<file path="config.mk">
export PLATFORM = sky130hd
export DESIGN_NAME = dpb_cfg
export DESIGN_NICKNAME = d
export VERILOG_FILES = /design/src/rtl/core/dpb_pkg.sv /design/src/rtl/core/dpb_cfg.sv
export SDC_FILE = /design/constraint.sdc
export NUM_CORES = 1
export LEC_CHECK = 0
export BUFFER_PORTS_ARGS = -buffer_cell sky130_fd_sc_hd__buf_2
export CORE_UTILIZATION = 40
export CTS_CLUSTER_SIZE = 30
export DETAILED_ROUTE_END_ITERATION = 6
export PLACE_DENSITY_LB_ADDON = 0.12
export SLEW_MARGIN = 20
export SYNTH_ARGS = -nofsm -noshare
export SYNTH_HDL_FRONTEND = slang
export SYNTH_SLANG_ARGS = --single-unit
</file>
<file path="constraint.sdc">
create_clock -name clk -period 2 [get_ports clk]
set_input_delay 0.2 -clock clk [delete_from_list [all_inputs] [get_ports clk]]
set_output_delay 0.2 -clock clk [all_outputs]
set_load 0.05 [all_outputs]
</file>
<file path="src/rtl/core/dpb_pkg.sv">
// ----------------------------------------------------------------------------
// dpb_pkg
// Shared types and constants for the depth pixel back-projection block.
// ----------------------------------------------------------------------------
`default_nettype none

package dpb_pkg;

  // Default field widths
  localparam int COORD_BITS_DEF = 12;
  localparam int DEPTH_BITS_DEF = 16;

  // Fixed widths of registers and results
  localparam int CENTER_W = 16;
  localparam int INV_W    = 32;
  localparam int RANGE_W  = 16;
  localparam int COORD_W  = 32;
  localparam int Z_W      = 16;
  localparam int CFG_IDX_W  = 3;
  localparam int CFG_DATA_W = 32;

  // Pipeline depth: offset, depth product, focal product, round and clamp
  localparam int NUM_STAGES = 4;

  // Configuration register indexes
  localparam logic [CFG_IDX_W-1:0] CFG_CENTER_COL = 3'd0;
  localparam logic [CFG_IDX_W-1:0] CFG_CENTER_ROW = 3'd1;
  localparam logic [CFG_IDX_W-1:0] CFG_INV_COL    = 3'd2;
  localparam logic [CFG_IDX_W-1:0] CFG_INV_ROW    = 3'd3;
  localparam logic [CFG_IDX_W-1:0] CFG_RANGE_MAX  = 3'd4;

  typedef struct packed {
    logic [CENTER_W-1:0] center_col_q4;
    logic [CENTER_W-1:0] center_row_q4;
    logic [INV_W-1:0]    inv_focal_col_q32;
    logic [INV_W-1:0]    inv_focal_row_q32;
    logic [RANGE_W-1:0]  range_max_mm;
  } cfg_t;

  // Per-stage load enables of the pipeline
  typedef struct packed {
    logic [NUM_STAGES-1:0] load;
  } pipe_ctrl_t;

endpackage

`default_nettype wire

</file>
<file path="src/rtl/core/dpb_cfg.sv">
// ----------------------------------------------------------------------------
// dpb_cfg
// Configuration register file, written through an index/data channel.
// ----------------------------------------------------------------------------
`default_nettype none

module dpb_cfg
  import dpb_pkg::*;
(
  input  wire logic                  clk,
  input  wire logic                  rst,
  input  wire logic                  cfg_valid,
  output logic                       cfg_ready,
  input  wire logic [CFG_IDX_W-1:0]  cfg_index,
  input  wire logic [CFG_DATA_W-1:0] cfg_data,
  output cfg_t                       cfg
);

  assign cfg_ready = 1'b1;

  always_ff @(posedge clk) begin
    if (rst) begin
      cfg <= '0;
    end else if (cfg_valid) begin
      case (cfg_index)
        CFG_CENTER_COL: cfg.center_col_q4     <= cfg_data[CENTER_W-1:0];
        CFG_CENTER_ROW: cfg.center_row_q4     <= cfg_data[CENTER_W-1:0];
        CFG_INV_COL:    cfg.inv_focal_col_q32 <= cfg_data[INV_W-1:0];
        CFG_INV_ROW:    cfg.inv_focal_row_q32 <= cfg_data[INV_W-1:0];
        CFG_RANGE_MAX:  cfg.range_max_mm      <= cfg_data[RANGE_W-1:0];
        default: ;
      endcase
    end
  end

endmodule

`default_nettype wire

</file>
# --- Word-level counts from Yosys, hierarchy flattened ---
# Index checks and enable logic that the tools add are counted.
word_totals:
  register_bits: 112
  inputBits: 38
  out_inout_bits: 113
  wordCells: 15
classes:
  eq_ne: 4
  reduce_logical: 6
ops:
  columns: ["cell", "n"]
  rows:
  - ["$reduce_and A2 Y1", 5]
  - ["$eq A3 B2 Y1 const B", 2]
  - ["$eq A3 B1 Y1 const B", 1]
  - ["$eq A3 B3 Y1 const B", 1]
  - ["$logic_not A3 Y1", 1]

# --- Longest topological paths before layout ---
logic_depth:
  depth_word: 2
  mapped_depth: 5
  depth_no_buf: 2

# --- Worst setup path after synthesis ---
# Ideal clock, no wire load.
synth_path:
  path_kind: "input -> register"
  start: "input port cfg_index[1]"
  end: "register cfg[102] (netlist bit)"
  setup_time_ps: 122
  t_arrival_ps: 1135
  required_ps: 1878
  path_slack_ps: 743
  path_stages: 4
  n_path_buf: 2
  cell_sequence: "buf_4 or4b_4 buf_6 mux2i_1"
synth_between:
  elab_chain_cells: 2
synth_rtl:
  columns: ["element", "line", "rtl"]
  rows:
  - ["from (decl)", "dpb_cfg.sv:14", "input wire logic [CFG_IDX_W-1:0] cfg_index,"]
  - ["$logic_not A3 Y1", "dpb_cfg.sv:25", "case (cfg_index)"]
  - ["$reduce_and A2 Y1 (no line)", null, null]
  - ["to (decl)", "dpb_cfg.sv:16", "output cfg_t cfg"]
# No other way between the ends.
# A chain may end at the register's enable or synchronous reset.

# --- Worst setup path in the final report ---
layout_path:
  start: "register cfg[70] (netlist bit)"
  end: "output port cfg[70] (netlist bit)"
# No word-level cell between the ends.

==> results.py <==
metrics = {
    "pwr": {
        "netSwitchingFraction_pct": 24.4,
        "power_frac_clock_pct": 37.4,
        "combPwrFrac_pct": 11.2,
        "powerDensity_nw_per_um2": 793,
        "p_leak_uw": 0.00294,
        "p_switching_uw": 1090,
        "p_seq_share_pct": 51.4,
        "power_uw": 4480,
        "intPower_uw": 3380,
        "ir_worst_vdd_v": 0.000349,
    },
    "timing": {
        "max_freq_mhz": 862,
        "rsz0062_at_grt": "false",
        "setup_viol": 0,
        "final-hold-violation-count": 0,
        "maxSlewViolCount": 0,
        "fin_crit_sh_pct": 58.0,
        "fin_worst_skew_ps": 0,
        "hold_slack_ps": 148,
        "timing.setup.tns_ps": 0,
        "period_minus_slack_ps": 1160,
        "slew_headroom_pct": 59.3,
        "worst_slew_pin_slew_ps": 611,
    },
    "min_path": {
        "hold_path.class": "in -> reg",
    },
    "floorplan": {
        "core_um2": 10900,
        "fp.dieW_um": 108,
        "start_util_pct": 41.4,
        "rows": 38,
        "dieArea_um2": 11800,
        "io_pins": 151,
        "die_h_um": 108,
    },
    "yosys": {
        "synth.cell_area_um2": 4530,
        "synth_cells": 408,
        "synth-seq-cells": 112,
        "yosys_warnings": 0,
        "postSynthAreaPerCell_um2": 11.1,
        "synth_nets": 446,
        "ys_types": 14,
        "seq_area_frac_synth_pct": 49.5,
    },
    "clocking": {
        "clock_path_buffers": 2,
        "cts_resized": 0,
        "cts_inserted_buffers": 9,
        "root_buffer": "clkbuf_16",
        "cts_tree": "done",
        "cts_max_level": 3,
        "clock_sinks": 112,
        "clkLatencyLatePin_ps": 340,
        "clkTransAtPathRegs_ps": 70,
        "hold_buffers": 0,
        "postCtsSetupBuffers": 0,
    },
    "cells_and_area": {
        "final_cell_mix": "149 x buf_2, 144 x nand2b_1, 112 x mux2i_1, 112 x dfxtp_1, 9 x clkbuf_16",
        "top_regs": "cfg: 112 flops",
        "largest_reg_flops": 112,
        "top_register": "cfg",
        "fin_nets": 582,
        "final_cells": 687,
        "fin_area_um2": 5650,
        "drive_gt1_share_pct": 31.4,
        "syn2layout_area_growth_pct": 24.6,
        "layout_commonest_cell": "buf_2",
        "n_antenna_cell": 0,
    },
    "critical_path": {
        "path_class": "reg -> out",
        "cp_cell_sequence": "buf_2",
        "crit_family": "flip-flops",
        "critPathBufInv": 1,
        "critPathMaxFanout": 2,
        "arrival_ps": 960,
        "critPathSlowestCell": "dfxtp_1",
        "crit_path_end_kind": "output port",
        "critPathLaunchType": "flip-flop",
        "crit_path_max_incr_delay_ps": 350,
        "worstPathRequired_ps": 1800,
    },
    "outcome": {
        "status": "completed",
    },
    "global_routing": {
        "grt_overflow": 0,
        "grt_pass1_vias": 3241,
        "grt_antenna_before_repair": 0,
        "grt_pass1_wl_mm": 16.0,
        "grt_start_max_net_pins": 107,
        "grt_usage_pct": 17.8,
    },
    "placed_design": {
        "place_area_um2": 5370,
        "gp_congestion": 0.729,
        "dp_cells": 673,
        "port_buffers": 149,
        "dpl.hpwl_mm": 7.05,
    },
    "detailed_routing": {
        "drc_errors": 0,
        "drtIter0Drc": 104,
        "drt_first_pass_iters": 4,
        "wl_mm": 10.2,
        "vias": 3239,
        "wl_per_cell_um": 14.8,
        "routed_via_density": 4.71,
        "ant_nets": 0,
    },
    "run": {
        "maxCapViolCount": 0,
    },
}
metrics by stage:
stage          setup WS [ps]  util [%]
6_report                 840      51.6
5_1_grt                  791      51.6
4_1_cts                  816      51.6
3_5_place_dp             529      49.1
3_3_place_gp             607      49.1
2_1_floorplan            743         -
logic make-up after synthesis:
family	after synthesis	synth area share [%]
buffers and inverters	31	3.53
AND/OR/NAND/NOR	152	22.1
flip-flops	112	49.5
other	1	0.0828
multiplexers	112	24.7
cell usage after synthesis:
| master | count | area [um2] |
|---|---|---|
| nor4b_4 | 1 | 23.8 |
| dfxtp_1 | 112 | 2240 |
| or4b_4 | 1 | 13.8 |
| conb_1 | 1 | 3.75 |
| mux2i_1 | 112 | 1120 |
| and4bb_2 | 1 | 12.5 |
| nand4b_1 | 1 | 8.76 |
| buf_6 | 3 | 33.8 |
| buf_4 | 3 | 22.5 |
| buf_2 | 8 | 40.0 |
| clkbuf_1 | 17 | 63.8 |
| nand4bb_1 | 3 | 33.8 |
| nand2b_1 | 144 | 901 |
| nor4bb_1 | 1 | 10.0 |
metal layers:
metal	routed length, um	GRT usage, %	share of wire (%)
met2	4600	28.9	45
met1	4830	22.4	48
met3	589	4.34	5.8
met4	142	7.53	1.4
met5	0	0	0
path summary, 6_finish.rpt:
kind,slack [ps],start,to,depth (start not counted)
min,150,cfg_data[31],cfg[47]$_SDFFE_PP0P_,3
max reg2reg,1390,cfg[87]$_SDFFE_PP0P_,cfg[87]$_SDFFE_PP0P_,2
max,840,cfg[70]$_SDFFE_PP0P_,cfg[70],1
min reg2reg,470,cfg[64]$_SDFFE_PP0P_,cfg[64]$_SDFFE_PP0P_,2
cell type report:
class	instances	area [um2]
multi-input cells	265	2140
flip-flops and latches	112	2240
fillers	1046	5290
repair buffers	156	811
well taps	140	175
clock buffers	14	274
power by group through the flow:
stage	clock network [uW]	logic, uW	registers, uW
global placement	0	499	2350
finish	1670	501	2300
detailed placement	0	506	2350
CTS	1730	508	2300
floorplan	0	201	2520
global route	1810	535	2310
No activity file was read; power rests on OpenSTA's default activity.
