**src/rtl/core/dpb_pkg.sv**
```systemverilog
// ----------------------------------------------------------------------------
// dpb_pkg
// Shared types and constants for the depth pixel back-projection block.
// ----------------------------------------------------------------------------
`default_nettype none

package dpb_pkg;

  // Default field widths
  localparam int COORD_BITS_DEF = 12;
  localparam int DEPTH_BITS_DEF = 16;

  // Fixed widths of registers and results
  localparam int CENTER_W = 16;
  localparam int INV_W    = 32;
  localparam int RANGE_W  = 16;
  localparam int COORD_W  = 32;
  localparam int Z_W      = 16;
  localparam int CFG_IDX_W  = 3;
  localparam int CFG_DATA_W = 32;

  // Pipeline depth: offset, depth product, focal product, round and clamp
  localparam int NUM_STAGES = 4;

  // Configuration register indexes
  localparam logic [CFG_IDX_W-1:0] CFG_CENTER_COL = 3'd0;
  localparam logic [CFG_IDX_W-1:0] CFG_CENTER_ROW = 3'd1;
  localparam logic [CFG_IDX_W-1:0] CFG_INV_COL    = 3'd2;
  localparam logic [CFG_IDX_W-1:0] CFG_INV_ROW    = 3'd3;
  localparam logic [CFG_IDX_W-1:0] CFG_RANGE_MAX  = 3'd4;

  typedef struct packed {
    logic [CENTER_W-1:0] center_col_q4;
    logic [CENTER_W-1:0] center_row_q4;
    logic [INV_W-1:0]    inv_focal_col_q32;
    logic [INV_W-1:0]    inv_focal_row_q32;
    logic [RANGE_W-1:0]  range_max_mm;
  } cfg_t;

  // Per-stage load enables of the pipeline
  typedef struct packed {
    logic [NUM_STAGES-1:0] load;
  } pipe_ctrl_t;

endpackage

`default_nettype wire

```
**src/rtl/core/dpb_pipe_ctrl.sv**
```systemverilog
// ----------------------------------------------------------------------------
// dpb_pipe_ctrl
// Valid bits and load enables of the pipeline; bubbles collapse under stall.
// ----------------------------------------------------------------------------
`default_nettype none

module dpb_pipe_ctrl
  import dpb_pkg::*;
(
  input  wire logic  clk,
  input  wire logic  rst,
  input  wire logic  in_valid,
  output logic       in_ready,
  output logic       out_valid,
  input  wire logic  out_ready,
  output pipe_ctrl_t ctrl
);

  logic [NUM_STAGES-1:0] vld;
  logic [NUM_STAGES-1:0] rdy;

  // A stage may load when it is empty or its content moves on
  always_comb begin
    rdy[NUM_STAGES-1] = !vld[NUM_STAGES-1] || out_ready;
    for (int k = NUM_STAGES - 2; k >= 0; k--) begin
      rdy[k] = !vld[k] || rdy[k+1];
    end
  end

  always_ff @(posedge clk) begin
    if (rst) begin
      vld <= '0;
    end else begin
      if (rdy[0]) begin
        vld[0] <= in_valid;
      end
      for (int k = 1; k < NUM_STAGES; k++) begin
        if (rdy[k]) begin
          vld[k] <= vld[k-1];
        end
      end
    end
  end

  assign in_ready  = rdy[0];
  assign out_valid = vld[NUM_STAGES-1];
  assign ctrl.load = rdy;

endmodule

`default_nettype wire

```
**config.mk**
```make
export PLATFORM = sky130hd
export DESIGN_NAME = dpb_pipe_ctrl
export DESIGN_NICKNAME = d
export VERILOG_FILES = /design/src/rtl/core/dpb_pkg.sv /design/src/rtl/core/dpb_pipe_ctrl.sv
export SDC_FILE = /design/constraint.sdc
export NUM_CORES = 1
export LEC_CHECK = 0
export ABC_AREA = 1
export BUFFER_PORTS_ARGS = -buffer_cell sky130_fd_sc_hd__buf_2
export CELL_PAD_IN_SITES_DETAIL_PLACEMENT = 0
export CELL_PAD_IN_SITES_GLOBAL_PLACEMENT = 1
export CORE_AREA = 2 2 39 41
export CTS_CLUSTER_DIAMETER = 30
export DETAILED_ROUTE_END_ITERATION = 7
export DIE_AREA = 0 0 41 43
export PLACE_DENSITY = 0.47
export SYNTH_ARGS = -nofsm -noshare
export SYNTH_HDL_FRONTEND = slang
export SYNTH_SLANG_ARGS = --single-unit
```
**constraint.sdc**
```tcl
create_clock -name clk -period 1.15 [get_ports clk]
set_input_delay 0.0575 -clock clk [delete_from_list [all_inputs] [get_ports clk]]
set_output_delay 0.0575 -clock clk [all_outputs]
set_load 0.1 [all_outputs]
```
# Word level (Yosys, flattened, before mapping)
# Index checks and enable logic that the tools add are counted.
# Widths: inputs -> output; s select.
[word_totals]
register_bits = 4
inputBits = 4
wordCells = 12
[classes]
n_reduce_logical = 8
[op_table]
columns = ["cell", "count"]
rows = [
  ["$logic_not 1->1", 4],
  ["$logic_or 1x1->1", 4],
]

# Logic depth before layout (Yosys ltp)
[depth]
ltp_word = 5
depth_mapped = 4
ltp_nobuf = 4

# Worst setup path after synthesis
# Ideal clock, no wire load.
[synth_path]
path_type = "reg-to-output"
startpoint = "reg vld[3]"
endpoint = "out ctrl[0] in the netlist's numbering"
arrival_ns = 2.824
required_ns = 1.092
path_slack_ns = -1.732
stages_incl_launch_ff = 5
path_buffers = 1
path_cell_list = "dfxtp_1 -> inv_1 -> nor2_4 -> nand4_1 -> buf_4"
[synth_via]
elab_chain_cells = 5
[synth_lines]
columns = ["element", "line", "rtl"]
rows = [
  ["from (decl)", "dpb_pipe_ctrl.sv:19", "logic [NUM_STAGES-1:0] vld;"],
  ["from (signal, indexed assignment)", "dpb_pipe_ctrl.sv:39", "vld[k] <= vld[k-1];"],
  ["$logic_not 1->1", "dpb_pipe_ctrl.sv:24", "rdy[NUM_STAGES-1] = !vld[NUM_STAGES-1] || out_ready;"],
  ["$logic_or 1x1->1", "dpb_pipe_ctrl.sv:24", ""],
  ["$logic_or 1x1->1 (3 in series)", "dpb_pipe_ctrl.sv:26", "rdy[k] = !vld[k] || rdy[k+1];"],
  ["to (decl)", "dpb_pipe_ctrl.sv:16", "output pipe_ctrl_t ctrl"],
]
# No other way between the ends.

==> metrics.md <==
| Metric | Value |
|---|---|
| Outcome | `finished clean` |
| Fin nets | `38` |
| Number of antenna violations at the first check in global routing | `0` |
| Fraction of final layout cells sized beyond drive strength 1 | `63.6%` |
| Clock power frac | `between 50% and 60%` |
| Initial Utilization | `11.2%` |
| Summed instance area of the synthesized netlist | `155 µm²` |
| Cell-internal power | `0.284 mW` |
| Area growth from synthesis to final layout | `127%` |
| Hold Startpoint | `rst` |
| DRT Wirelength | `approximately 360 µm` |
| Worst path required time | `1090 ps` |
| Detailed-route DRC error count | `0` |
| Worst vdd ir | `0.000388 V` |
| Via/cell ratio | `3.41` |
| Cells after synthesis | `19` |
| Peak per-stage delay on the critical path | `340 ps` |
| Post-synth net total | `23` |
| Total die area | `1760 µm²` |
| Clk_lat worst skew | `240 ps` |
| Reg power frac | `approximately two fifths` |
| Final min period | `1140 ps` |
| Largest register FFs | `4` |
| Measured slew at the worst slew-check pin | `488 ps` |
| Static power due to leakage | `0.153 nW` |
| Biggest regs | `vld (4)` |
| Hold Path Depth | `2` |
| Area share of the largest cell type after synthesis | `approximately half` |
| Fraction of power consumed by combinational cells | `8.2%` |
| Compound-Gate Fraction of Synth Area | `about a tenth` |
| CTS HTree Levels | `1` |
| Maximum number of pins on one net before global-route repair | `5` |
| Global routing usage summed across all routing layers | `6.62%` |
| Crit-path cells | `inv_2 -> nor2_4 -> nand4_1 -> buf_6 -> buf_12` |
| Count of hold buffers inserted by post-cts repair | `0` |
| Startpoint type of the worst setup path | `flip-flop` |
| Commonest cells in the netlist | `sky130_fd_sc_hd__inv_1 (5), sky130_fd_sc_hd__dfxtp_1 (4), sky130_fd_sc_hd__a21oi_1 (3)` |
| TritonCTS clock tree | `yes` |
| Slew Limit Headroom | `67.7%` |
| Count leader, synth | `sky130_fd_sc_hd__inv_1` |
| Origin of the critical flop-to-flop path | `vld[3]$_SDFFE_PP0P_` |
| Maximum clock path buffer count | `2` |
| Overflow left after global routing | `0` |
| Yosys warning total | `0` |
| Number of hold violations in the final report | `0` |
| Post-route clock period utilization | `98.7%` |
| Placer congestion estimate | `0.708` |
| Register-to-Register Path Depth | `5` |
| Sequential share of the synthesized area | `51.6%` |
| Hold worst-path end | `vld[2]$_SDFFE_PP0P_` |
| IO Port Bufs | `9` |
| TritonCTS Sinks | `4` |
| Inserted Clock Buffers | `3` |
| Most flop-heavy register | `vld` |
| Final number of max-transition violations | `0` |
| Achievable frequency | `a little under 900 MHz` |
| Largest area contributor in the netlist | `sky130_fd_sc_hd__dfxtp_1` |
| Main combinational cell family by area after synthesis | `simple AND/OR/NAND/NOR gates` |
| Switching share of power | `between 20% and 30%` |
| Overall via count from detail_route | `167` |
| Net switching power | `~0.08 mW` |
| Fraction of the mapped netlist area in simple logic gates | `21.8%` |
| Post-synthesis average cell area | `8.17 µm²` |
| Max stage delay cell, worst path | `sky130_fd_sc_hd__dfxtp_4` |
| Signal arrival time at the worst endpoint | `1080 ps` |
| Fill cell count | `163` |
| Clock edge transition at the registers on the reported setup and hold paths | `about 40 ps` |
| Number of DRC markers after the initial detailed-route iteration | `4` |
| Worst min path class | `in2reg` |
| I/O pin count | `10` |
| Endpoints failing setup | `0` |
| Async set-or-reset flop fraction in the synthesized netlist | `0%` |
| Buffer type at the clock tree root | `sky130_fd_sc_hd__clkbuf_4` |
| RSZ-0062 raised after global routing | `yes` |
| Area share of fa/ha/maj cells after synthesis | `0%` |
| Total power per unit cell area | `1040 nW/µm²` |
| Std-Cell Rows | `14` |
| Max Fanout on Critical Path | `3` |
| Critical path start-end classification | `reg2out` |
| Average wire per cell in the routed design | `7.29 µm` |
| Reg-to-reg endpoint | `vld[0]$_SDFFE_PP0P_` |
| Antenna Violating Nets Remaining | `0` |
| Number of global-route vias before repair | `187` |
| Pre-Repair DR Iteration Count | `2` |
| Register-to-register path setup slack | `270 ps` |
| Post-synthesis share of cell area spent on xor and xnor gates | `0%` |
| Post-route setup TNS | `0 ps` |
| Share of cell area taken by muxes after synthesis | `0%` |
| Top_reg_cell synth | `sky130_fd_sc_hd__dfxtp_1` |
| Final worst hold slack | `between 20 and 25 ps` |
| Biggest area contributors in the synthesized netlist | `sky130_fd_sc_hd__dfxtp_1 (52%), sky130_fd_sc_hd__inv_1 (12%), sky130_fd_sc_hd__a21oi_1 (9.7%)` |
| Die width | `~41 µm` |
| Floorplan die height | `between 40 and 50 µm` |
| Synth Register Bits | `4` |
| Total core area | `1380 µm²` |
| Crit. End Element | `output port` |
| Number of maximum-capacitance constraint violations | `0` |
| First-pass GRT wire length | `690 µm` |
| Number of enable-type register cells in the synthesized netlist | `0` |
| Setup skew after layout | `6.66 ps` |
| Netlist cell types | `9` |
| Number of antenna repair diodes | `0` |
[power groups by stage]
| stage | Combinational, mW | Sequential [mW] | Clock (mW) |
|---|---|---|---|
| 2_1_floorplan | 0.0106 | 0.154 | 0 |
| 3_3_place_gp | 0.0296 | 0.149 | 0 |
| 3_5_place_dp | 0.0295 | 0.148 | 0 |
| 4_1_cts | 0.0302 | 0.148 | 0.202 |
| 5_1_grt | 0.0320 | 0.148 | 0.221 |
| 6_report | 0.0300 | 0.148 | 0.188 |
[logic make-up (layout without fill, tap and decap cells)]
family,count (synthesis),count (layout)
AO/OA/AOI/OAI,3,3
AND/OR/NAND/NOR,6,6
flip-flops,4,4
buffers and inverters,6,20
[how the worst max path moves through the flow]
stage | startpoint | endpoint | cells past startpoint
floorplan | vld[3]$_SDFFE_PP0P_ | ctrl[0] | 4
global placement | vld[3]$_SDFFE_PP0P_ | in_ready | 4
detailed placement | vld[3]$_SDFFE_PP0P_ | ctrl[0] | 4
CTS | vld[3]$_SDFFE_PP0P_ | ctrl[0] | 5
global route | vld[3]$_SDFFE_PP0P_ | ctrl[0] | 5
finish | vld[3]$_SDFFE_PP0P_ | ctrl[0] | 5
[cells in the final DEF, fill, tap and decap left out]
cell	instances
sky130_fd_sc_hd__nand3_4	1
sky130_fd_sc_hd__clkbuf_1	1
sky130_fd_sc_hd__inv_1	3
sky130_fd_sc_hd__buf_4	1
sky130_fd_sc_hd__nor2_4	1
sky130_fd_sc_hd__buf_6	1
sky130_fd_sc_hd__buf_12	5
sky130_fd_sc_hd__dfxtp_4	1
sky130_fd_sc_hd__dfxtp_2	1
sky130_fd_sc_hd__clkbuf_4	3
sky130_fd_sc_hd__nand4_1	1
sky130_fd_sc_hd__nand2_2	1
sky130_fd_sc_hd__buf_2	4
sky130_fd_sc_hd__a21oi_1	3
sky130_fd_sc_hd__nor2_1	2
sky130_fd_sc_hd__inv_2	2
sky130_fd_sc_hd__dfxtp_1	2
[repair_timing]
action | 4_1_cts | 5_1_grt
resized for setup | 5 | 1
buffers inserted | 1 | 0
setup endpoints to repair | 4 | 5
cloned | 0 | 0
[metal layers]
metal | vias to the layer above | share of wire [%] | GRT usage, %
met3 | 0 | 17 | 6.28
met5 | - | 0 | 0
met1 | 72 | 37 | 6.73
li1 | 85 | - | -
met4 | 0 | 0 | 6.00
met2 | 10 | 46 | 7.50
[critical path, delay by kind of cell, from the launching register on]
kind | cells | cell delay (ps)
AND/OR/NAND/NOR | 2 | 160
buffers and inverters | 3 | 350
flip-flops | 1 | 340
[through the flow]
stage	std cells	cell area (µm²)	setup slack, ps	utilization, %	power (mW)
final	49	353	14.6	25.5	0.366
after global routing	49	353	-69.4	25.5	0.402
after CTS	49	353	-6.78	25.5	0.380
after detailed placement	44	299	136	21.6	0.178
after global placement	44	299	166	21.6	0.178
after floorplan	19	166	-1140	-	0.165
[layout make-up]
class / instances / area, µm² / area share (%)
Timing Repair Buffer: 11 / 139 / 39.4
Sequential cell: 4 / 85.1 / 24.1
Multi-Input combinational cell: 9 / 63.8 / 18.1
Clock buffer: 4 / 26.3 / 7.45
Tap cell: 16 / 20.0 / 5.67
Inverter: 5 / 18.8 / 5.32
Note: power is estimated with default switching activity, not from simulation.
