**config.mk**
```make
export PLATFORM = sky130hd
export DESIGN_NAME = dpb_axis
export DESIGN_NICKNAME = d
export VERILOG_FILES = /design/src/rtl/core/dpb_pkg.sv /design/src/rtl/core/dpb_axis.sv
export SDC_FILE = /design/constraint.sdc
export NUM_CORES = 2
export LEC_CHECK = 0
export BUFFER_PORTS_ARGS = -buffer_cell sky130_fd_sc_hd__buf_2
export CORE_MARGIN = 2
export CORE_UTILIZATION = 45
export CTS_CLUSTER_SIZE = 24
export DETAILED_ROUTE_END_ITERATION = 16
export PLACE_DENSITY = 0.64
export SETUP_SLACK_MARGIN = 0.5
export SYNTH_ARGS = -nofsm -noshare
export SYNTH_HDL_FRONTEND = slang
export SYNTH_SLANG_ARGS = --single-unit
```
**constraint.sdc**
```tcl
create_clock -name clk -period 10.3 [get_ports clk]
set_clock_uncertainty 0.05 [all_clocks]
set_input_delay 0.515 -clock clk [delete_from_list [all_inputs] [get_ports clk]]
set_output_delay 0.515 -clock clk [all_outputs]
set_load 0.05 [all_outputs]
```
**src/rtl/core/dpb_pkg.sv**
```systemverilog
// ----------------------------------------------------------------------------
// dpb_pkg
// Shared types and constants for the depth pixel back-projection block.
// ----------------------------------------------------------------------------
`default_nettype none

package dpb_pkg;

  // Default field widths
  localparam int COORD_BITS_DEF = 12;
  localparam int DEPTH_BITS_DEF = 16;

  // Fixed widths of registers and results
  localparam int CENTER_W = 16;
  localparam int INV_W    = 32;
  localparam int RANGE_W  = 16;
  localparam int COORD_W  = 32;
  localparam int Z_W      = 16;
  localparam int CFG_IDX_W  = 3;
  localparam int CFG_DATA_W = 32;

  // Pipeline depth: offset, depth product, focal product, round and clamp
  localparam int NUM_STAGES = 4;

  // Configuration register indexes
  localparam logic [CFG_IDX_W-1:0] CFG_CENTER_COL = 3'd0;
  localparam logic [CFG_IDX_W-1:0] CFG_CENTER_ROW = 3'd1;
  localparam logic [CFG_IDX_W-1:0] CFG_INV_COL    = 3'd2;
  localparam logic [CFG_IDX_W-1:0] CFG_INV_ROW    = 3'd3;
  localparam logic [CFG_IDX_W-1:0] CFG_RANGE_MAX  = 3'd4;

  typedef struct packed {
    logic [CENTER_W-1:0] center_col_q4;
    logic [CENTER_W-1:0] center_row_q4;
    logic [INV_W-1:0]    inv_focal_col_q32;
    logic [INV_W-1:0]    inv_focal_row_q32;
    logic [RANGE_W-1:0]  range_max_mm;
  } cfg_t;

  // Per-stage load enables of the pipeline
  typedef struct packed {
    logic [NUM_STAGES-1:0] load;
  } pipe_ctrl_t;

endpackage

`default_nettype wire

```
**src/rtl/core/dpb_axis.sv**
```systemverilog
// ----------------------------------------------------------------------------
// dpb_axis
// One image axis: offset from the principal point, times depth, times the
// reciprocal focal length, rounded to nearest and clamped to 32 bits signed.
// ----------------------------------------------------------------------------
`default_nettype none

module dpb_axis
  import dpb_pkg::*;
#(
  parameter int PIX_BITS = COORD_BITS_DEF
) (
  input  wire logic                clk,
  input  wire pipe_ctrl_t          ctrl,
  input  wire logic [PIX_BITS-1:0] pix,
  input  wire logic [CENTER_W-1:0] center,
  input  wire logic [Z_W-1:0]      depth,
  input  wire logic [INV_W-1:0]    inv,
  output logic signed [COORD_W-1:0] coord
);

  localparam int SCALED_W = PIX_BITS + 4;
  localparam int MAG_W    = (SCALED_W > CENTER_W) ? SCALED_W : CENTER_W;
  localparam int A_RAW_W  = MAG_W + Z_W;
  localparam int A_W      = (A_RAW_W > INV_W) ? A_RAW_W : INV_W + 1;
  localparam int HI_W     = A_W - INV_W;
  localparam int Q_W      = HI_W + INV_W + 1;

  logic [MAG_W-1:0] scaled;
  logic [MAG_W-1:0] ctr;
  logic             neg_now;

  logic [MAG_W-1:0]          mag1;
  logic                      neg1;
  logic [A_W-1:0]            a2;
  logic                      neg2;
  logic [HI_W+INV_W-1:0]     hi_prod3;
  logic [2*INV_W-1:0]        lo_prod3;
  logic                      neg3;
  logic [Q_W-1:0]            q;
  logic                      over;
  logic [COORD_W-1:0]        coord_next;

  assign scaled  = MAG_W'({pix, 4'b0000});
  assign ctr     = MAG_W'(center);
  assign neg_now = scaled < ctr;

  // Rounding: adding one half to the low product carries out exactly its bit 31
  always_comb begin
    q = Q_W'(hi_prod3) + Q_W'(lo_prod3[2*INV_W-1:INV_W]) + Q_W'(lo_prod3[INV_W-1]);
    over = q[Q_W-1:COORD_W-1] != '0;
    if (neg3) begin
      coord_next = over ? {1'b1, {(COORD_W-1){1'b0}}} : COORD_W'(0) - q[COORD_W-1:0];
    end else begin
      coord_next = over ? {1'b0, {(COORD_W-1){1'b1}}} : q[COORD_W-1:0];
    end
  end

  always_ff @(posedge clk) begin
    if (ctrl.load[0]) begin
      mag1 <= neg_now ? ctr - scaled : scaled - ctr;
      neg1 <= neg_now;
    end
    if (ctrl.load[1]) begin
      a2   <= A_W'(mag1) * A_W'(depth);
      neg2 <= neg1;
    end
    if (ctrl.load[2]) begin
      hi_prod3 <= (HI_W + INV_W)'(a2[A_W-1:INV_W]) * (HI_W + INV_W)'(inv);
      lo_prod3 <= (2 * INV_W)'(a2[INV_W-1:0]) * (2 * INV_W)'(inv);
      neg3     <= neg2;
    end
    if (ctrl.load[3]) begin
      coord <= coord_next;
    end
  end

endmodule

`default_nettype wire

```
After elaboration in Yosys (flattened, before gate mapping)
Index checks and enable logic that the tools add are counted.
{"block": "word_totals", "ff_bits": 147, "in_bits": 81, "output_inout_bits": 32, "elab_cells": 19}
{"block": "op_classes", "n_addsub": 4, "mul": 2, "n_lt_le_gt_ge": 1, "n_mux": 4, "reduce_logical": 1}
{"op": "2-to-1 mux 32 bit", "count": 3}
{"op": "multiplier 32 x 32 -> 64 bit", "count": 1}
{"op": "adder 32 x 1 -> 33 bit", "count": 1}
{"op": "multiplier 16 x 16 -> 32 bit", "count": 1}
{"op": "subtractor 1 x 32 -> 32 bit (first input constant)", "count": 1}
{"op": "subtractor 16 bit", "count": 2}
{"op": "< comparator 16 bit", "count": 1}
{"op": "2-to-1 mux 16 bit", "count": 1}
{"op": "nonzero test 3 bit", "count": 1}

Depth between registers and ports, before layout
{"block": "depth", "depth_word": 4, "depth_mapped": 28}

Worst setup path after synthesis
Ideal clock, no wire load.
{"block": "synth_timing", "path_type": "input port to flip-flop", "start": "input port inv[23]", "end": "register lo_prod3[60] (data pin)", "setup_time_ns": 0.258, "t_arrival_ns": 7.236, "required_ns": 9.992, "slack_ns": 2.756, "stages": 26, "n_path_buf": 1, "path_cell_list": "clkbuf_1 nand2_1 fa_1 inv_1 fa_1 inv_1 fa_1 inv_1 fa_1 fa_1 fa_1 fa_1 inv_1 fa_1 inv_1 ha_1 and3_2 and4_1 a221o_1 o211ai_2 a211oi_2 o21ai_2 a2111oi_2 o31a_2 a21oi_2 xnor2_1"}
{"block": "synth_between", "elab_chain_len": 1}
{"element": "from (decl)", "line_no": "dpb_axis.sv:18", "rtl": "input wire logic [INV_W-1:0] inv,"}
{"element": "multiplier 32 x 32 -> 64 bit", "line_no": "dpb_axis.sv:70", "rtl": "lo_prod3 <= (2 * INV_W)'(a2[INV_W-1:0]) * (2 * INV_W)'(inv);"}
{"element": "to (signal assigned)", "line_no": "dpb_axis.sv:70"}
{"element": "to (decl)", "line_no": "dpb_axis.sv:38", "rtl": "logic [2*INV_W-1:0] lo_prod3;"}
Every way passes these cells.
A chain may end at the register's enable or synchronous reset.

Worst setup path in the final report
{"block": "layout_timing", "start": "register a2[9]", "end": "register lo_prod3[63] (data pin)"}
{"block": "layout_between", "elab_chain_len": 1}
{"element": "from (decl)", "line_no": "dpb_axis.sv:35", "rtl": "logic [A_W-1:0] a2;"}
{"element": "from (signal assigned)", "line_no": "dpb_axis.sv:65", "rtl": "a2 <= A_W'(mag1) * A_W'(depth);"}
{"element": "multiplier 32 x 32 -> 64 bit", "line_no": "dpb_axis.sv:70"}
Every way passes these cells.

==> impl_metrics.toml <==
[die]
boundaryPins = 113
dieArea_um2 = 107000
start_util_pct = 45.4
die_y_um = 327
die_w_um = 327
coreArea_um2 = 103000
rows = 118

[route]
vias = 33400
routed_via_density = 5.23
ant_nets = 0
drc = 0
wl_met1_um = 51500
drt-initial-drc-count = 2200
drt_wl_total_um = 125000
first_pass_iters = 5
top_layer_used = "met5"
wl_met3_um = 9540
wl_met2_um = 59700
wl_per_cell_um = 19.6

[sta]
setup_viol = 0
final_max_slew_viol_count = 0
rsz0062_at_grt = "false"
relSlewSlack_pct = 24.3
fin_crit_sh_pct = 88.2
hold_viol_final = 0
setup_tns_ps = 0
holdWs_ps = 213
post-route-min-period_ps = 9090
worst_pin_slew_ps = 1140
max_clock_freq_mhz = 110

[cells_and_area]
fin_util_pct = 47.8
syn_to_final_growth_pct = 5.23
nets = 6547
layout-drive-gt1-share_pct = 4.94
finalNonFillerCells = 6385
fillCellCount = 9738

[yosys]
synth_fp_nets = 6602
yosysMostFrequentCell = "inv_1"
synth_cell_types = 76
synth.avg_cell_area_um2 = 9.32
synth_seq_cells = 116
synthTopCellsByArea = "fa_1 (46%), ha_1 (10%), and2_1 (9.5%), inv_1 (9.1%), edfxtp_1 (7.4%)"
yosysTopAreaCellShare_pct = 46.5
synth_ff_type = "edfxtp_1"
synthesis.area_um2 = 47000
ys_async_sr_fraction_pct = 0
synth_edf_count = 116
synthesis.instances = 5041
yosys.area.top_type = "fa_1"
ys.warnings.count = 0
yosys-top-cells-count = "inv_1 (1136), fa_1 (1090), and2_1 (714)"
ys_seq_area_share_pct = 7.42

[worst_setup_path]
crit_start = "a2[9]"
critPathTopFamily = "adder cells"
cp.required_ps = 10470
critPathSlowestCell = "edfxtp_1"
end_kind = "flip-flop"
r2r-start = "a2[9]"
reg2reg_to = "lo_prod3[63]"
startpoint_type = "flip-flop"
criticalPathCategory = "reg -> reg"
rr_worst_depth = 24
crit_path_frequent_cell = "fa_1"
reg2reg_slack_ps = 1210
cp_cell_sequence = "buf_4 > and2_1 > fa_1 > fa_1 > inv_1 > fa_1 > fa_1 > fa_1 > inv_1 > fa_1 > fa_1 > fa_1 > ha_1 > a21oi_1 > o21ai_0 > o21bai_1 > a221o_1 > o211ai_2 > nand2_1 > a311oi_1 > nor2_1 > a41oi_1 > o311ai_1 > xnor2_1"
crit_fanout = 13
cp.arrival_ps = 9260
worst-path-buf-inv = 3
slowest_delay_ps = 980

[worst_hold_path]
whs_endpoint = "mag1[0]"
min_from = "center[0]"
hold_depth = 1
min_path_type = "in -> reg"

[clock_tree]
cts.sink_count = 116
root_buffer = "clkbuf_16"
cts_max_level = 4
ctsResizeCount = 0
cts.clk_slew.worst_paths_ps = 70
postCtsSetupRepairBufs = 0
ctsHoldBuffers = 0
cts_tree = "done"
cts_buffer_depth = 2
cts_made_buffers = 17
clock_latency_ps = 470

[place]
place.gp.congestion = 0.928
numPortBuffers = 112
place_inst = 6347
dp_hpwl_um = 100000

[grt]
antenna_found_initial = 11
grt_usage_pct = 24.2
grt_pass1_wl_um = 200000
grt_pass1_vias = 35700
grt-ovfl-total = 0
grt_max_degree = 42

[job]
max_cap_viol_count = 0

[run_status]
status = "finished, final reports clean"
through the flow:
step | setup slack [ps] | cell area (µm²)
finish | 1210 | 49400
global route | 878 | 49400
CTS | 1370 | 49400
detailed placement | 1300 | 48800
global placement | 1300 | 48800
floorplan | 2760 | 47000
worst max-delay path by stage:
stage	slack (ps)	depth (start not counted)	end
global placement	1300	24	lo_prod3[63]
CTS	1370	26	lo_prod3[63]
detailed placement	1300	24	lo_prod3[63]
global route	880	26	lo_prod3[63]
floorplan	2760	26	lo_prod3[60]
finish	1210	24	lo_prod3[63]
placed cells by master, fill, tap and decap left out, types with 4 or more instances in the layout:
cell | netlist | final
and2_1 | 714 | 714
diode_2 | 0 | 6
mux2i_1 | 6 | 5
and3_1 | 24 | 24
a221o_1 | 4 | 4
inv_1 | 1136 | 1136
a41o_1 | 4 | 4
a211oi_1 | 8 | 8
a22oi_1 | 6 | 6
nor2_1 | 57 | 57
nand3_1 | 33 | 33
nand2b_1 | 12 | 12
or3_1 | 8 | 8
o21bai_1 | 14 | 14
nor3_1 | 16 | 16
a21oi_1 | 106 | 106
o21ai_0 | 65 | 65
xor2_1 | 42 | 42
buf_2 | 8 | 112
clkbuf_16 | 0 | 17
nor2b_1 | 13 | 13
and4_1 | 7 | 7
nand4_1 | 18 | 18
inv_8 | 0 | 7
xnor2_1 | 88 | 88
a21o_1 | 52 | 52
edfxtp_1 | 116 | 116
buf_4 | 1 | 62
nand2_1 | 662 | 662
clkinv_8 | 0 | 4
o21a_1 | 10 | 10
a31oi_1 | 9 | 8
mux2_2 | 5 | 5
ha_1 | 390 | 390
fa_1 | 1090 | 1090
o31ai_1 | 10 | 10
a41oi_1 | 5 | 5
sequential cells by signal (all words and copies together) (netlist names):
name	cells
coord	32
neg2	1
neg3	1
lo_prod3	33
a2	32
neg1	1
mag1	16
logic make-up (layout without fill, tap and decap cells):
family | Yosys count | count (layout) | synth area share, %
simple gates | 1584 | 1584 | 17.3
fa+ha+maj | 1480 | 1480 | 56.9
buf+inv | 1386 | 1344 | 11.1
compound gates | 334 | 334 | 4.63
xor+xnor | 130 | 130 | 2.42
flops | 116 | 116 | 7.42
mux | 11 | 11 | 0.248
other cells | 0 | 6 | 0
cell type report:
type / count / area (µm²) / area share (%)
well taps: 1380 / 1730 / 3.49
clock buffers: 17 / 425 / 0.861
inverters: 1136 / 4260 / 8.63
multi-input cells: 3539 / 38300 / 77.4
clock inverters: 15 / 179 / 0.362
diodes: 6 / 15.0 / 0.0304
repair buffers: 176 / 1070 / 2.16
flip-flops and latches: 116 / 3480 / 7.05
routing by layer:
metal	vias up	GRT usage [%]
li1	14800	-
met1	17200	32.2
met2	1178	40.1
met3	224	4.35
met4	6	8.09
met5	-	0
Power is left out: the tool's default activity adds up to more than one toggle a clock period on the data nets, which glitch-free logic cannot reach.
